[config.mk]
export PLATFORM = sky130hd
export DESIGN_NAME = smie_ctrl
export DESIGN_NICKNAME = d
export VERILOG_FILES = /design/src/design/smie_pkg.sv /design/src/design/smie_ctrl.sv
export SDC_FILE = /design/constraint.sdc
export NUM_CORES = 1
export LEC_CHECK = 0
export CAP_MARGIN = 30
export CORE_AREA = 2 2 39 41
export CTS_CLUSTER_DIAMETER = 30
export DETAILED_ROUTE_END_ITERATION = 10
export DIE_AREA = 0 0 41 43
export DONT_BUFFER_PORTS = 1
export HOLD_SLACK_MARGIN = 0.06
export SETUP_SLACK_MARGIN = 0.3
export SYNTH_ARGS = -nofsm -noshare
export SYNTH_HDL_FRONTEND = slang
export SYNTH_SLANG_ARGS = --single-unit
[constraint.sdc]
create_clock -name clk -period 2.89 [get_ports clk]
set_input_delay 0.1445 -clock clk [delete_from_list [all_inputs] [get_ports clk]]
set_output_delay 0.1445 -clock clk [all_outputs]
set_load 0.005 [all_outputs]
[src/design/smie_pkg.sv]
package smie_pkg;

	localparam int DefStackDepth   = 1024;
	localparam int DefProgramDepth = 1024;

	typedef enum logic [3:0] {
		OP_PUSH  = 4'd0,
		OP_POP   = 4'd1,
		OP_DUP   = 4'd2,
		OP_SWAP  = 4'd3,
		OP_ADD   = 4'd4,
		OP_SUB   = 4'd5,
		OP_MUL   = 4'd6,
		OP_DIV   = 4'd7,
		OP_CMPE  = 4'd8,
		OP_CMPNE = 4'd9,
		OP_CMPG  = 4'd10,
		OP_CMPL  = 4'd11,
		OP_CJMP  = 4'd12,
		OP_JMP   = 4'd13,
		OP_PRINT = 4'd14,
		OP_NOP   = 4'd15
	} opcode_t;

	typedef enum logic [2:0] {
		ST_OK        = 3'd0,
		ST_OVERFLOW  = 3'd1,
		ST_UNDERFLOW = 3'd2,
		ST_DIVZERO   = 3'd3,
		ST_JUMP_OOB  = 3'd4,
		ST_EQ_WARN   = 3'd5
	} status_t;

	typedef struct packed {
		logic [3:0]         cmd;
		logic signed [31:0] operand;
	} in_item_t;

	typedef struct packed {
		logic [10:0]        next_pc;
		logic               print_valid;
		logic signed [31:0] print_value;
		logic [2:0]         status;
		logic               halted;
	} out_item_t;

	// controller -> datapath
	typedef struct packed {
		logic load;     // capture input item, clear a and b
		logic rd_a;     // read top entry; unused, top is read whenever rd_b is low
		logic rd_b;     // read second entry
		logic cap_a;    // register read data as a
		logic cap_b;    // register read data as b
		logic div_go;   // start divider
		logic execute;  // evaluate and latch result
		logic wr;       // write one result entry
		logic commit;   // update count and pc
	} dp_cmd_t;

	// datapath -> controller
	typedef struct packed {
		logic div_busy;
		logic is_div;
		logic fatal;
		logic [1:0] nres;
	} dp_stat_t;

	function automatic logic [1:0] pop_need(input logic [3:0] c);
		case (c)
			OP_PUSH, OP_JMP, OP_NOP: return 2'd0;
			OP_POP, OP_DUP, OP_CJMP, OP_PRINT: return 2'd1;
			default: return 2'd2;
		endcase
	endfunction

endpackage

[src/design/smie_ctrl.sv]
module smie_ctrl (
	input  logic               clk,
	input  logic               arst_n,
	input  logic               in_valid,
	output logic               in_ready,
	output logic               out_valid,
	input  logic               out_ready,
	input  smie_pkg::dp_stat_t stat,
	output smie_pkg::dp_cmd_t  cmd_c,
	output logic [1:0]         wr_idx
);
	import smie_pkg::*;

	typedef enum logic [2:0] {
		S_IDLE, S_RDA, S_RDB, S_CAPB, S_DIV, S_EXEC, S_WRITE, S_DONE
	} state_t;

	state_t     state_q;
	logic [1:0] widx_q;
	logic       ovalid_q;

	// output register frees the next accept once the result is taken
	assign in_ready  = (state_q == S_IDLE) && (!ovalid_q || out_ready);
	assign out_valid = ovalid_q;
	assign wr_idx    = widx_q;

	always_comb begin
		cmd_c = '0;
		cmd_c.load    = (state_q == S_IDLE) && in_valid && in_ready;
		cmd_c.rd_b    = (state_q == S_RDA);
		cmd_c.cap_a   = (state_q == S_RDA);
		cmd_c.cap_b   = (state_q == S_RDB);
		cmd_c.div_go  = (state_q == S_CAPB) && stat.is_div;
		cmd_c.execute = (state_q == S_EXEC);
		cmd_c.wr      = (state_q == S_WRITE) && !stat.fatal && (widx_q < stat.nres);
		cmd_c.commit  = (state_q == S_DONE);
	end

	always_ff @(posedge clk or negedge arst_n) begin
		if (!arst_n) begin
			state_q <= S_IDLE; widx_q <= '0; ovalid_q <= 1'b0;
		end else begin
			if (ovalid_q && out_ready) ovalid_q <= 1'b0;
			case (state_q)
				S_IDLE: if (cmd_c.load) state_q <= S_RDA;
				S_RDA: state_q <= S_RDB;
				S_RDB: state_q <= S_CAPB;
				S_CAPB: state_q <= stat.is_div ? S_DIV : S_EXEC;
				S_DIV: if (!stat.div_busy) state_q <= S_EXEC;
				S_EXEC: begin state_q <= S_WRITE; widx_q <= '0; end
				S_WRITE: begin
					if (stat.fatal || widx_q + 2'd1 >= stat.nres) state_q <= S_DONE;
					else widx_q <= widx_q + 2'd1;
				end
				S_DONE: begin state_q <= S_IDLE; ovalid_q <= 1'b1; end
				default: state_q <= S_IDLE;
			endcase
		end
	end

	ap_load_idle: assert property (@(posedge clk) disable iff (!arst_n)
		cmd_c.load |=> state_q == S_RDA) else $error("load did not start read");
	ap_no_ovalid_busy: assert property (@(posedge clk) disable iff (!arst_n)
		state_q == S_DONE |=> out_valid) else $error("result not presented");
	ap_write_limit: assert property (@(posedge clk) disable iff (!arst_n)
		cmd_c.wr |-> widx_q < 2'd3) else $error("too many writes");
endmodule

# Word level (Yosys, flattened, before mapping)
# Index checks and enable logic that the tools add are counted.
[classes]
n_eq_ne = 11
n_mul = 0
div_mod_pow = 0
bitwise_logic = 0
add_sub_neg = 1
n_lt_le_gt_ge = 2
n_mux = 9
shifts = 0
reduce_logical = 16
[ops]
columns = ["operator", "n"]
rows = [
  ["3-bit case mux with 8 select lines", 1],
  ["3-bit equality test, second input constant", 4],
  ["3-bit two-way mux", 3],
  ["1-bit logical AND", 7],
  ["3-bit by 2-bit equality test with 1-bit output, second input constant", 2],
  ["2-bit inequality test, second input constant", 3],
  ["2-bit case mux with 2 select lines", 1],
  ["2-bit nonzero test", 2],
  ["3-bit by 1-bit equality test with 1-bit output, second input constant", 1],
  ["3-bit zero test", 1],
  ["1-bit two-way mux", 3],
  ["3-bit AND reduction", 1],
  ["2-bit by 1-bit adder with 2-bit output, second input constant", 1],
  ["2-bit greater-or-equal comparator", 1],
  ["1-bit zero test", 2],
  ["1-bit logical OR", 2],
  ["2-bit less-than comparator", 1],
  ["2-bit two-way mux", 1],
  ["2-bit by 1-bit inequality test with 1-bit output, second input constant", 1],
  ["2-bit AND reduction", 1],
]
[totals]
reg_bits = 6
latch_bits = 0
rom_bits = 0
out_inout_bits = 13
elab_cells = 42
mem_count = 0
mem_bits_rw = 0

# Longest topological paths before layout
# Gate-level depths: netlist of the first run.
[logic_depth]
ltp_word = 6
depth_mapped = 7
depth_no_buf = 7

# Least setup slack after synthesis of the first run
# Ideal clock, no wire load.
[synth_path]
path_type = "register to register"
startpoint = "register widx_q[0] (netlist: wr_idx[0])"
endpoint = "register state_q[1]"
setup_ns = 0.125
n_path_buf = 0
period_less_slack_ns = 1.889
path_stages_with_launch = 8
t_arrival_ns = 1.764
setup_slack_ns = 1.001
path_cell_list = "dfrtp_1 > inv_1 > nor2_1 > or2_2 > ha_1 > a211oi_2 > a31o_4 > mux2_4"
[synth_via]
elab_chain_cells = 5
[synth_lines]
columns = ["item", "line", "text"]
rows = [
  ["start: declaration", "smie_ctrl.sv:19", "logic [1:0] widx_q;"],
  ["start signal: assignment", "smie_ctrl.sv:53", "else widx_q <= widx_q + 2'd1;"],
  ["2-bit by 1-bit adder with 2-bit output", "smie_ctrl.sv:52", "if (stat.fatal || widx_q + 2'd1 >= stat.nres) state_q <= S_DONE;"],
  ["2-bit greater-or-equal comparator", "smie_ctrl.sv:52", ""],
  ["1-bit logical OR", "smie_ctrl.sv:52", ""],
  ["2-bit by 1-bit inequality test with 1-bit output (no line)", "-", ""],
  ["3-bit AND reduction (no line)", "-", ""],
  ["end signal: assignment", "smie_ctrl.sv:48", "S_CAPB: state_q <= stat.is_div ? S_DIV : S_EXEC;"],
  ["end: declaration", "smie_ctrl.sv:18", "state_t state_q;"],
]
# No other way between the ends.
# A chain may end at the register's enable or synchronous reset.

# Worst setup path after layout of the first run
# Same ends and word-level chain as after synthesis.

==> results of run 1 <==
[cells by family (layout without fill, tap and decap cells)]
| family | after synthesis | count (layout) | synth area share (%) |
|---|---|---|---|
| adder cells (fa/ha/maj) | 8 | 8 | 18.22 |
| buffers and inverters | 9 | 11 | 8.200 |
| AO/OA/AOI/OAI | 9 | 9 | 13.89 |
| flip-flops | 6 | 6 | 27.33 |
| AND/OR/NAND/NOR | 25 | 25 | 25.29 |
| other | 1 | 1 | 0.6827 |
| multiplexers | 3 | 3 | 6.377 |
[cell usage after synthesis]
library cell / count
nand2b_1: 3
nor2_1: 5
dfrtp_1: 6
a31o_4: 1
nand3b_2: 1
nor3_1: 2
nor3b_1: 1
conb_1: 1
inv_1: 6
and3_1: 1
a211oi_2: 1
nand2_1: 4
and2_1: 2
or2_2: 1
mux2_4: 1
ha_1: 8
mux2i_1: 2
nor2b_1: 4
o21ai_0: 3
nand3b_1: 1
a2111oi_0: 1
a211o_1: 1
a21oi_1: 1
a2bb2oi_1: 1
buf_4: 3
[how the worst max path moves through the flow]
stage / to / slack [ns]
after floorplan: state_q[1] / 1.00
after global placement: state_q[1] / 0.93
after detailed placement: state_q[1] / 0.90
after CTS: state_q[1] / 0.90
after global routing: state_q[1] / 0.81
final: state_q[1] / 0.92
[worst max-delay path, stage by stage, from the launching register on]
cell	delay, ns
dfrtp_1	0.43
inv_1	0.10
nor2_1	0.05
or2_2	0.29
ha_1	0.30
a211oi_2	0.23
a31o_4	0.16
mux2_4	0.29
[power groups by stage]
| stage | Clock (mW) | Sequential (mW) | Combinational [mW] |
|---|---|---|---|
| detailed placement | 0 | 0.183 | 0.315 |
| global route | 0.0849 | 0.194 | 0.358 |
| floorplan | 0 | 0.158 | 0.299 |
| finish | 0.0769 | 0.181 | 0.314 |
| global placement | 0 | 0.182 | 0.311 |
| CTS | 0.0811 | 0.182 | 0.320 |
[what timing repair did]
action                                  4_1_cts  5_1_grt
hold buffers                                  2        0
gates resized for setup                       0        0
endpoints found under the hold margin         7        0
endpoints found under the setup margin        0        0
[routing by layer]
| layer | vias to the layer above | GRT usage (%) | share of wire (%) |
|---|---|---|---|
| li1 | 211 | - | - |
| met1 | 187 | 16.01 | 46 |
| met2 | 12 | 17.50 | 44 |
| met3 | 4 | 7.853 | 7.4 |
| met4 | 0 | 6.000 | 2.1 |
| met5 | - | 0 | 0 |
[layout make-up]
| class | instances | area (µm²) |
|---|---|---|
| clock buffer | 3 | 22.52 |
| fill | 148 | 794.5 |
| inverter | 6 | 22.52 |
| multi-input combinational | 46 | 354.1 |
| sequential | 6 | 150.1 |
| tap | 16 | 20.02 |
| timing repair buffer | 2 | 20.02 |
[state kept, by name (all words and copies together) (netlist names)]
name,cells
state_q,3
wr_idx,2
out_valid,1
[metrics by stage]
| step | total power, mW | setup WS (ns) | std cells | hold slack [ns] | instance area (µm²) |
|---|---|---|---|---|---|
| final | 0.5721 | 0.9178 | 79 | 0.1863 | 589.3 |
| after CTS | 0.5831 | 0.8956 | 79 | 0.1792 | 589.3 |
| after floorplan | 0.4570 | 1.001 | 61 | -0.1511 | 549.3 |
| after detailed placement | 0.4980 | 0.8982 | 74 | -0.1509 | 546.8 |
| after global routing | 0.6363 | 0.8105 | 79 | 0.2090 | 589.3 |
| after global placement | 0.4931 | 0.9268 | 74 | -0.1509 | 546.8 |
==> summary.md, run 1 <==
| Metric | Value |
|---|---|
| DRC violation total after the first TritonRoute iteration | 1 |
| Count of input and output buffers | 0 |
| Routed length per placed instance | 12.13 µm |
| Row cnt | 14 |
| Clock period minus worst slack | 1.972 ns |
| YS warnings | 0 |
| Library cell occupying the most area in the post-synthesis netlist | dfrtp_1 |
| Number of endpoints failing setup at the final stage | 0 |
| Commonest non-fill, non-tap cells in the layout | ha_1, inv_1, dfrtp_1, nor2_1 |
| Final worst path period share | 68.24% |
| Remaining design rule violation count | 0 |
| Maximum level of the CTS H-tree | 1 |
| Category of the worst setup path launch point | register |
| Global-route wire length before repair | 1.462 mm |
| Yosys cell types | 25 |
| Grt ovf | 0 |
| Via count of the first global-routing pass | 360 |
| Startpoint of the worst register-to-register path | wr_idx[0] |
| Drt via density | 5.241 |
| RSZ-0062 raised after global routing | false |
| Clock-pin transition on the worst setup and hold timing paths | 0.04 ns |
| Avg Synthesized Cell Area | 9.005 µm² |
| Arrival time of the worst setup path | 2.10 ns |
| Critical Path Sink Type | register |
| Power density over the cells | 970.7 nW/µm² |
| Horizontal extent of the die | 41 µm |
| Maximum count of clock buffers along a single path | 2 |
| Switching power | 0.2418 mW |
| Placeable core region | 1384 µm² |
| Synthesized instance count | 61 |
| Routability cong. | 0.6863 |
| Critical path startpoint | wr_idx[0] |
| Comb pwr share | 54.9% |
| Worst Setup Path Type | register to register |
| Post-Syn Area | 549.3 µm² |
| Area of the die | 1763 µm² |
| Worst vdd ir | 0.3428 mV |
| Buffer count from post-CTS setup fixing | 0 |
| Count of pins on the block boundary | 22 |
| Final total negative setup slack | 0 ns |
| Worst path required time | 3.02 ns |
| Total CTS buffers | 3 |
| Maximum number of pins on one net before global-route repair | 14 |
| Post-DP HPWL | 780.5 µm |
| Max-capacitance violation count | 0 |
| N_diodes | 0 |
| CTS tree | yes |
| Fraction of layout cells with a size suffix above 1 | 12.70% |
| CP Max Fanout | 5 |
| Total Routed Length | 958 µm |
| Final slew viol count | 0 |
| Reg-to-reg slack, setup | 0.92 ns |
| Clock Power Share | 13.4% |
| Die extent in y | 43 µm |
| Clock Latency Late Sink | 0.24 ns |
| Total clock sinks | 6 |
| Most common cell after layout, fill and taps aside | ha_1 |
| Outcome | finished, final reports clean |
| Reg power frac | 31.7% |
| DRT Pass-1 Iters | 4 |
| Top cell type's share of synthesized area | 27.33% |
| Seq cells post-synth | 6 |
| Total leakage power | 0.2919 nW |
| Final core occ | 42.59% |
| Register area share after synthesis | 27.33% |
| Internal power contribution | 0.3302 mW |
| Type of the worst min-delay path | input port to register |
| CTS root buf | clkbuf_4 |
| Destination of the worst hold path | out_valid |
| Count of antenna-violating nets left after detailed routing | 0 |
| Switching portion of total power | 42.27% |
| Worst Skew | 0.001931 ns |
| P&R area growth vs syn | 7.289% |
| Antenna violations before repair | 0 |
| Total via count after detailed routing | 414 |
| Final-stage net count | 82 |
| GRT Util Overall | 13.02% |
| Effective utilization at floorplan | 39.69% |
| Cell depth of the worst flop-to-flop path | 7 |
| Critical hold path startpoint | out_ready |
| Top post-synthesis cells by area | dfrtp_1, ha_1, nor2b_1 |
| Highest Clock Rate | 0.5070 GHz |
| Net count of the mapped netlist | 78 |
| Crit Reg-Reg Endpoint | state_q[1] |
| Final Hold Violating Endpoints | 0 |
| Number of cells on the worst hold path | 2 |
(Power assumes the default switching activity.)
==> run 2, diff against run 1 <==
==> constraint.sdc (replaced) <==
create_clock -name clk -period 1.7 [get_ports clk]
set_input_delay 0.085 -clock clk [delete_from_list [all_inputs] [get_ports clk]]
set_output_delay 0.085 -clock clk [all_outputs]
set_load 0.005 [all_outputs]
==> run 2 against run 1 <==
  * The run now ends with negative setup slack left
  * Utilization increased by 19 points
  * Register-to-register slack worse by 1.0 ns
  * Largest cell class unchanged
  * Total power increased by 140%
  * First-iteration DRC count increased to 10 times the previous value
  * Global-route usage grew 5.8 points
  * Worst setup slack lost 1.0 ns
  * Hold slack got worse by 0.070 ns
  * Critical path type unchanged
==> summary.md, run 2 (synthesis results as in run 1) <==
| Metric | Value |
|---|---|
| Post-DP HPWL | 876.6 µm (+12%) |
| Final total negative setup slack | -0.2254 ns (-0.2254 ns) |
| DRT Pass-1 Iters | 5 (+1) |
| Total Routed Length | 1.335 mm (+39%) |
| Die extent in y | 43 µm (unchanged) |
| Maximum count of clock buffers along a single path | 2 (unchanged) |
| Global-route wire length before repair | 2.263 mm (+55%) |
| Critical Path Sink Type | register |
| Placeable core region | 1384 µm² (unchanged) |
| Via count of the first global-routing pass | 548 (+52%) |
| Count of pins on the block boundary | 22 (unchanged) |
| Type of the worst min-delay path | input port to register |
| CTS root buf | clkbuf_4 |
| Final Hold Violating Endpoints | 0 (unchanged) |
| Total CTS buffers | 3 (unchanged) |
| Fraction of layout cells with a size suffix above 1 | 48.24% (+36 points) |
| Crit path max-delay cell type | dfrtp_1 |
| Clock period minus worst slack | 1.811 ns (-0.1612 ns) |
| Worst Skew | 0.005226 ns (+0.003295 ns) |
| Post-layout worst setup margin | -0.1110 ns (-1.029 ns) |
| Antenna violations before repair | 0 (unchanged) |
| Drt via density | 5.069 (-3.3%) |
| Switching power | 0.5481 mW (+130%) |
| CP Max Fanout | 4 (-1) |
| Total via count after detailed routing | 512 (+24%) |
| DRC violation total after the first TritonRoute iteration | 10 (+9) |
| P&R area growth vs syn | 53.99% |
| Number of endpoints failing setup at the final stage | 3 (+3) |
| Outcome | complete, but fails checks |
| Count of input and output buffers | 0 (unchanged) |
| Grt ovf | 0 (unchanged) |
| Worst Hold Slack | 0.1165 ns (-0.06978 ns) |
| Remaining design rule violation count | 0 (unchanged) |
| Highest routed metal layer | met3 |
| Maximum level of the CTS H-tree | 1 (unchanged) |
| Total leakage power | 0.4163 nW (+43%) |
| Max reg flops | 3 (unchanged) |
| Family of cells with the greatest summed delay on the critical path | flip-flops |
| Final-stage net count | 104 (+27%) |
| Row cnt | 14 (unchanged) |
| Clock-pin transition on the worst setup and hold timing paths | 0.05 ns (about the same) |
| Internal power contribution | 0.8472 mW (+160%) |
| Wire length on met1 | 563 µm (+27%) |
| Violated checks | negative setup slack |
| Power density over the cells | 1650 nW/µm² (+70%) |
| Maximum number of pins on one net before global-route repair | 13 (-1) |
| Reg power frac | 19.5% (-12 points) |
| Max-capacitance violation count | 0 (unchanged) |
| CTS tree | yes |
| Worst vdd ir | 0.7320 mV (+110%) |
| Worst path required time | 1.83 ns (-1.19 ns) |
| Total clock sinks | 6 (unchanged) |
| Final worst path period share | 106.5% (+38 points) |
| Horizontal extent of the die | 41 µm (unchanged) |
| Final slew viol count | 0 (unchanged) |
| Area of the die | 1763 µm² (unchanged) |
| Switching portion of total power | 39.28% (-3.0 points) |
| Count of antenna-violating nets left after detailed routing | 0 (unchanged) |
| Effective utilization at floorplan | 39.69% (unchanged) |
| Post-route cell area | 845.8 µm² (+44%) |
| WP buf/inv | 1 (unchanged) |
| RSZ-0062 raised after global routing | true |
| Comb pwr share | 71.0% (+16 points) |
| Clock Latency Late Sink | 0.24 ns (about the same) |
| Total Power | 1.395 mW (+140%) |
| Wire length on met3 | 97 µm (+37%) |
| Met2 wire len | 675 µm (+60%) |
| DP Worst Slack | -0.1107 ns (-1.009 ns) |
| Clock Power Share | 9.5% (-3.9 points) |
| Commonest non-fill, non-tap cells in the layout | buf_4, buf_6, dfrtp_1, ha_1 |
| Arrival time of the worst setup path | 1.94 ns (-0.16 ns) |
| Routed length per placed instance | 13.22 µm (+9.0%) |
| N_diodes | 0 (unchanged) |
| Worst-path cell chain | inv_2 -> nor2_2 -> or2_4 -> ha_4 -> a211oi_4 -> a31o_4 -> mux2_4 |
| Routability cong. | 0.7316 (+6.6%) |
| Category of the worst setup path launch point | register |
| GRT Util Overall | 18.85% (+5.8 points) |
| Highest Clock Rate | 0.5522 GHz (+8.9%) |
| Delay contributed by the slowest stage of the critical path | 0.42 ns (about the same) |
| Area of placed instances | 629.4 µm² (+15%) |
| Reg with most FFs | state_q |
| Worst Setup Path Type | register to register |
==> run 2: final timing paths <==
path / cells after the start / to / slack, ns / start
max: 7 / state_q[1] / -0.11 / wr_idx[0]
min: 2 / out_valid / 0.12 / out_ready
max reg2reg: 7 / state_q[1] / -0.11 / wr_idx[0]
min reg2reg: 1 / state_q[1] / 0.62 / state_q[1]
max in group asynchronous: 1 / wr_idx[0] / 1.31 / arst_n
min in group asynchronous: 1 / state_q[1] / 0.16 / arst_n
==> run 2: power groups by stage <==
stage          sequential (mW)  combinational (mW)  clock (mW)
6_report                 0.272               0.991       0.133
5_1_grt                  0.285                1.09       0.148
4_1_cts                  0.266               0.951       0.136
3_5_place_dp             0.268               0.737           0
3_3_place_gp             0.267               0.726           0
2_1_floorplan            0.269               0.542           0
==> run 2: final cells by class <==
| type | count | area [µm²] |
|---|---|---|
| Clock buffer | 3 | 22.52 |
| Fill cell | 117 | 538.0 |
| Inverter | 6 | 22.52 |
| Multi-Input combinational cell | 46 | 404.1 |
| Sequential cell | 6 | 150.1 |
| Tap cell | 16 | 20.02 |
| Timing Repair Buffer | 24 | 226.5 |
==> run 2: what timing repair did <==
action | 4_1_cts | 5_1_grt
pin swaps | 3 | 1
setup endpoints to repair | 8 | 11
hold endpoints to repair | 7 | 0
gates resized for setup | 18 | 5
hold buffers | 2 | 0
buffers inserted | 12 | 1
cloned | 0 | 0
==> run 2: through the flow <==
stage | utilization (%) | std cells
finish | 61.12 | 101
global route | 61.12 | 101
CTS | 59.86 | 100
detailed placement | 45.48 | 83
global placement | 45.48 | 83
floorplan | - | 61
==> run 2: per-layer routing <==
layer | vias to the layer above | global-route usage [%]
met2 | 14 | 30.31
li1 | 250 | -
met4 | 0 | 2.000
met1 | 248 | 21.82
met3 | 0 | 10.47
met5 | - | 0
==> run 3, diff against run 2 <==
--- a/config.mk
+++ b/config.mk
@@ -12,6 +12,7 @@
 export DIE_AREA = 0 0 41 43
 export DONT_BUFFER_PORTS = 1
 export HOLD_SLACK_MARGIN = 0.06
+export MAX_ROUTING_LAYER = met4
 export SETUP_SLACK_MARGIN = 0.3
 export SYNTH_ARGS = -nofsm -noshare
 export SYNTH_HDL_FRONTEND = slang
==> constraint.sdc (replaced) <==
create_clock -name clk -period 1.8 [get_ports clk]
set_input_delay 0.09 -clock clk [delete_from_list [all_inputs] [get_ports clk]]
set_output_delay 0.09 -clock clk [all_outputs]
set_load 0.005 [all_outputs]
==> run 3 against run 2 <==
  * Non-clock buffer count fell by 8
  * Global-route usage down 1.9 points
  * First-iteration DRC count is 70% lower
  * Cell count decreased by 7.9%
  * Flip-flop and latch count unchanged
  * Clock skew shrank 0.0034 ns
  * The run now ends clean
  * Register-to-register slack improved by 0.15 ns
  * Utilization shrank 5.6 points
  * Clock power down 5%
  * Hold slack better by 0.0044 ns
  * Total power fell by 11%
  * Sequential share of layout area rose by 1.8 points
==> summary.md, run 3 (synthesis results as in run 1) <==
| Metric | Value |
|---|---|
| CTS root buf | clkbuf_4 |
| Worst Skew | 0.001825 ns (-0.003401 ns) |
| Effective utilization at floorplan | 39.69% (unchanged) |
| Category of the worst setup path launch point | register |
| Count of antenna-violating nets left after detailed routing | 0 (unchanged) |
| DRC violation total after the first TritonRoute iteration | 3 (-7) |
| Count of input and output buffers | 0 (unchanged) |
| Arrival time of the worst setup path | 1.89 ns (-0.05 ns) |
| Power density over the cells | 1622 nW/µm² (-1.7%) |
| Non-filler cells in the finished layout | 93 (-7.9%) |
| Destination of the worst hold path | out_valid |
| Final Hold Violating Endpoints | 0 (unchanged) |
| Outcome | finished, final reports clean |
| Cell depth of the worst flop-to-flop path | 7 (unchanged) |
| CP Max Fanout | 3 (-1) |
| Placeable core region | 1384 µm² (unchanged) |
| Worst path required time | 1.93 ns (+0.10 ns) |
| Clock period minus worst slack | 1.766 ns (-0.04503 ns) |
| Maximum count of clock buffers along a single path | 2 (unchanged) |
| Startpoint of the worst register-to-register path | wr_idx[1] |
| Final worst path period share | 98.11% (-8.4 points) |
| Reg with most FFs | state_q |
| Max reg flops | 3 (unchanged) |
| Routability cong. | 0.7632 (+4.3%) |
| Total Routed Length | 1.236 mm (-7.4%) |
| Final-stage net count | 96 (-7.7%) |
| Most common cell after layout, fill and taps aside | buf_4 |
| Total via count after detailed routing | 451 (-12%) |
| Number of endpoints failing setup at the final stage | 0 (-3) |
| Grt ovf | 0 (unchanged) |
| Area of the die | 1763 µm² (unchanged) |
| Worst vdd ir | 0.7396 mV (+1.0%) |
| Final core occ | 55.52% (-5.6 points) |
| Number of cells in the design after placement | 84 (+1.2%) |
| Max-capacitance violation count | 0 (unchanged) |
| N_diodes | 0 (unchanged) |
| Highest Clock Rate | 0.5663 GHz (+2.5%) |
| Clock-pin transition on the worst setup and hold timing paths | 0.05 ns (about the same) |
| Critical hold path startpoint | out_ready |
| Via count of the first global-routing pass | 486 (-11%) |
| Die extent in y | 43 µm (unchanged) |
| Final slew viol count | 0 (unchanged) |
| Type of the worst min-delay path | input port to register |
| Clock Latency Late Sink | 0.24 ns (about the same) |
| GRT Util Overall | 16.96% (-1.9 points) |
| Critical Path Sink Type | register |
| RSZ-0062 raised after global routing | true |
| DP Worst Slack | -0.004270 ns (+0.1065 ns) |
| Post-layout worst setup margin | 0.03403 ns (+0.1450 ns) |
| Routed length per placed instance | 13.29 µm (+0.55%) |
| DRT Pass-1 Iters | 2 (-3) |
| Remaining design rule violation count | 0 (unchanged) |
| Maximum number of pins on one net before global-route repair | 11 (-2) |
| Fraction of layout cells with a size suffix above 1 | 46.75% (-1.5 points) |
| Number of cells on the worst hold path | 2 (unchanged) |
| Total CTS buffers | 3 (unchanged) |
| Total leakage power | 0.3620 nW (-13%) |
| Drt via density | 4.849 (-4.3%) |
| Count of pins on the block boundary | 22 (unchanged) |
| Total clock sinks | 6 (unchanged) |
| Reg-to-reg slack, setup | 0.03 ns (+0.15 ns) |
| Worst Setup Path Type | register to register |
| Row cnt | 14 (unchanged) |
| P&R area growth vs syn | 39.86% |
| Maximum level of the CTS H-tree | 1 (unchanged) |
| CTS tree | yes |
| Commonest non-fill, non-tap cells in the layout | buf_4, dfrtp_1, ha_1 |
| Crit Reg-Reg Endpoint | state_q[1] |
| Global-route wire length before repair | 2.014 mm (-11%) |
| Antenna violations before repair | 0 (unchanged) |
| Horizontal extent of the die | 41 µm (unchanged) |
| Post-DP HPWL | 920.3 µm (+5.0%) |
run 3: metal layers:
| metal | up-vias | wire [µm] | share of wire (%) | GRT usage [%] |
|---|---|---|---|---|
| li1 | 234 | - | - | - |
| met1 | 203 | 582 | 47 | 21.24 |
| met2 | 12 | 590 | 48 | 24.69 |
| met3 | 2 | 58 | 4.7 | 7.330 |
| met4 | 0 | 4 | 0.32 | 4.000 |
| met5 | - | 0 | 0 | - |
run 3: worst max-delay path: stages, from the launching register on:
cell and delay [ns]:
dfrtp_1 0.41, inv_2 0.08, nor2_2 0.04, or2_4 0.25
ha_4 0.22, a211oi_4 0.22, a31o_4 0.14, mux2_4 0.29
run 3: what timing repair did:
item,CTS,global route
gates resized for setup,2,14
setup buffers,1,3
pin swaps,2,2
hold endpoints to repair,7,0
hold buffers,2,0
endpoints found under the setup margin,5,8
run 3: stage by stage:
stage               setup TNS [ns]  hold slack [ns]  total power [mW]  cell area (µm²)
floorplan                        0          -0.2056            0.7658            564.3
global placement                 0          -0.2054            0.9447            636.9
detailed placement       -0.004270          -0.2054            0.9552            636.9
CTS                              0           0.1194             1.134            698.2
global route              -0.04158           0.1387             1.365            768.2
finish                           0           0.1209             1.246            768.2
run 3: area by class of cell:
| cell class | count | area (µm²) |
|---|---|---|
| fill | 122 | 615.6 |
| multi-input combinational | 46 | 424.2 |
| sequential | 6 | 150.1 |
| timing repair buffer | 16 | 128.9 |
| clock buffer | 3 | 22.52 |
| inverter | 6 | 22.52 |
| tap | 16 | 20.02 |
run 3: how the worst max path moves through the flow:
| stage | start | to | slack (ns) | cells after the start |
|---|---|---|---|---|
| floorplan | wr_idx[0] | state_q[1] | 0.02 | 7 |
| global placement | wr_idx[0] | state_q[1] | 0.02 | 7 |
| detailed placement | wr_idx[1] | state_q[1] | -0.004 | 7 |
| CTS | wr_idx[0] | state_q[1] | 0.03 | 7 |
| global route | wr_idx[1] | state_q[1] | -0.03 | 7 |
| finish | wr_idx[1] | state_q[1] | 0.03 | 7 |
run 3: where the power goes:
group	total [mW]	leakage [nW]	internal (mW)	switching, mW
registers	0.269	0.0740	0.200	0.0695
clock network	0.126	0.0138	0.0755	0.0500
logic	0.851	0.274	0.467	0.384
total	1.25	0.362	0.743	0.503
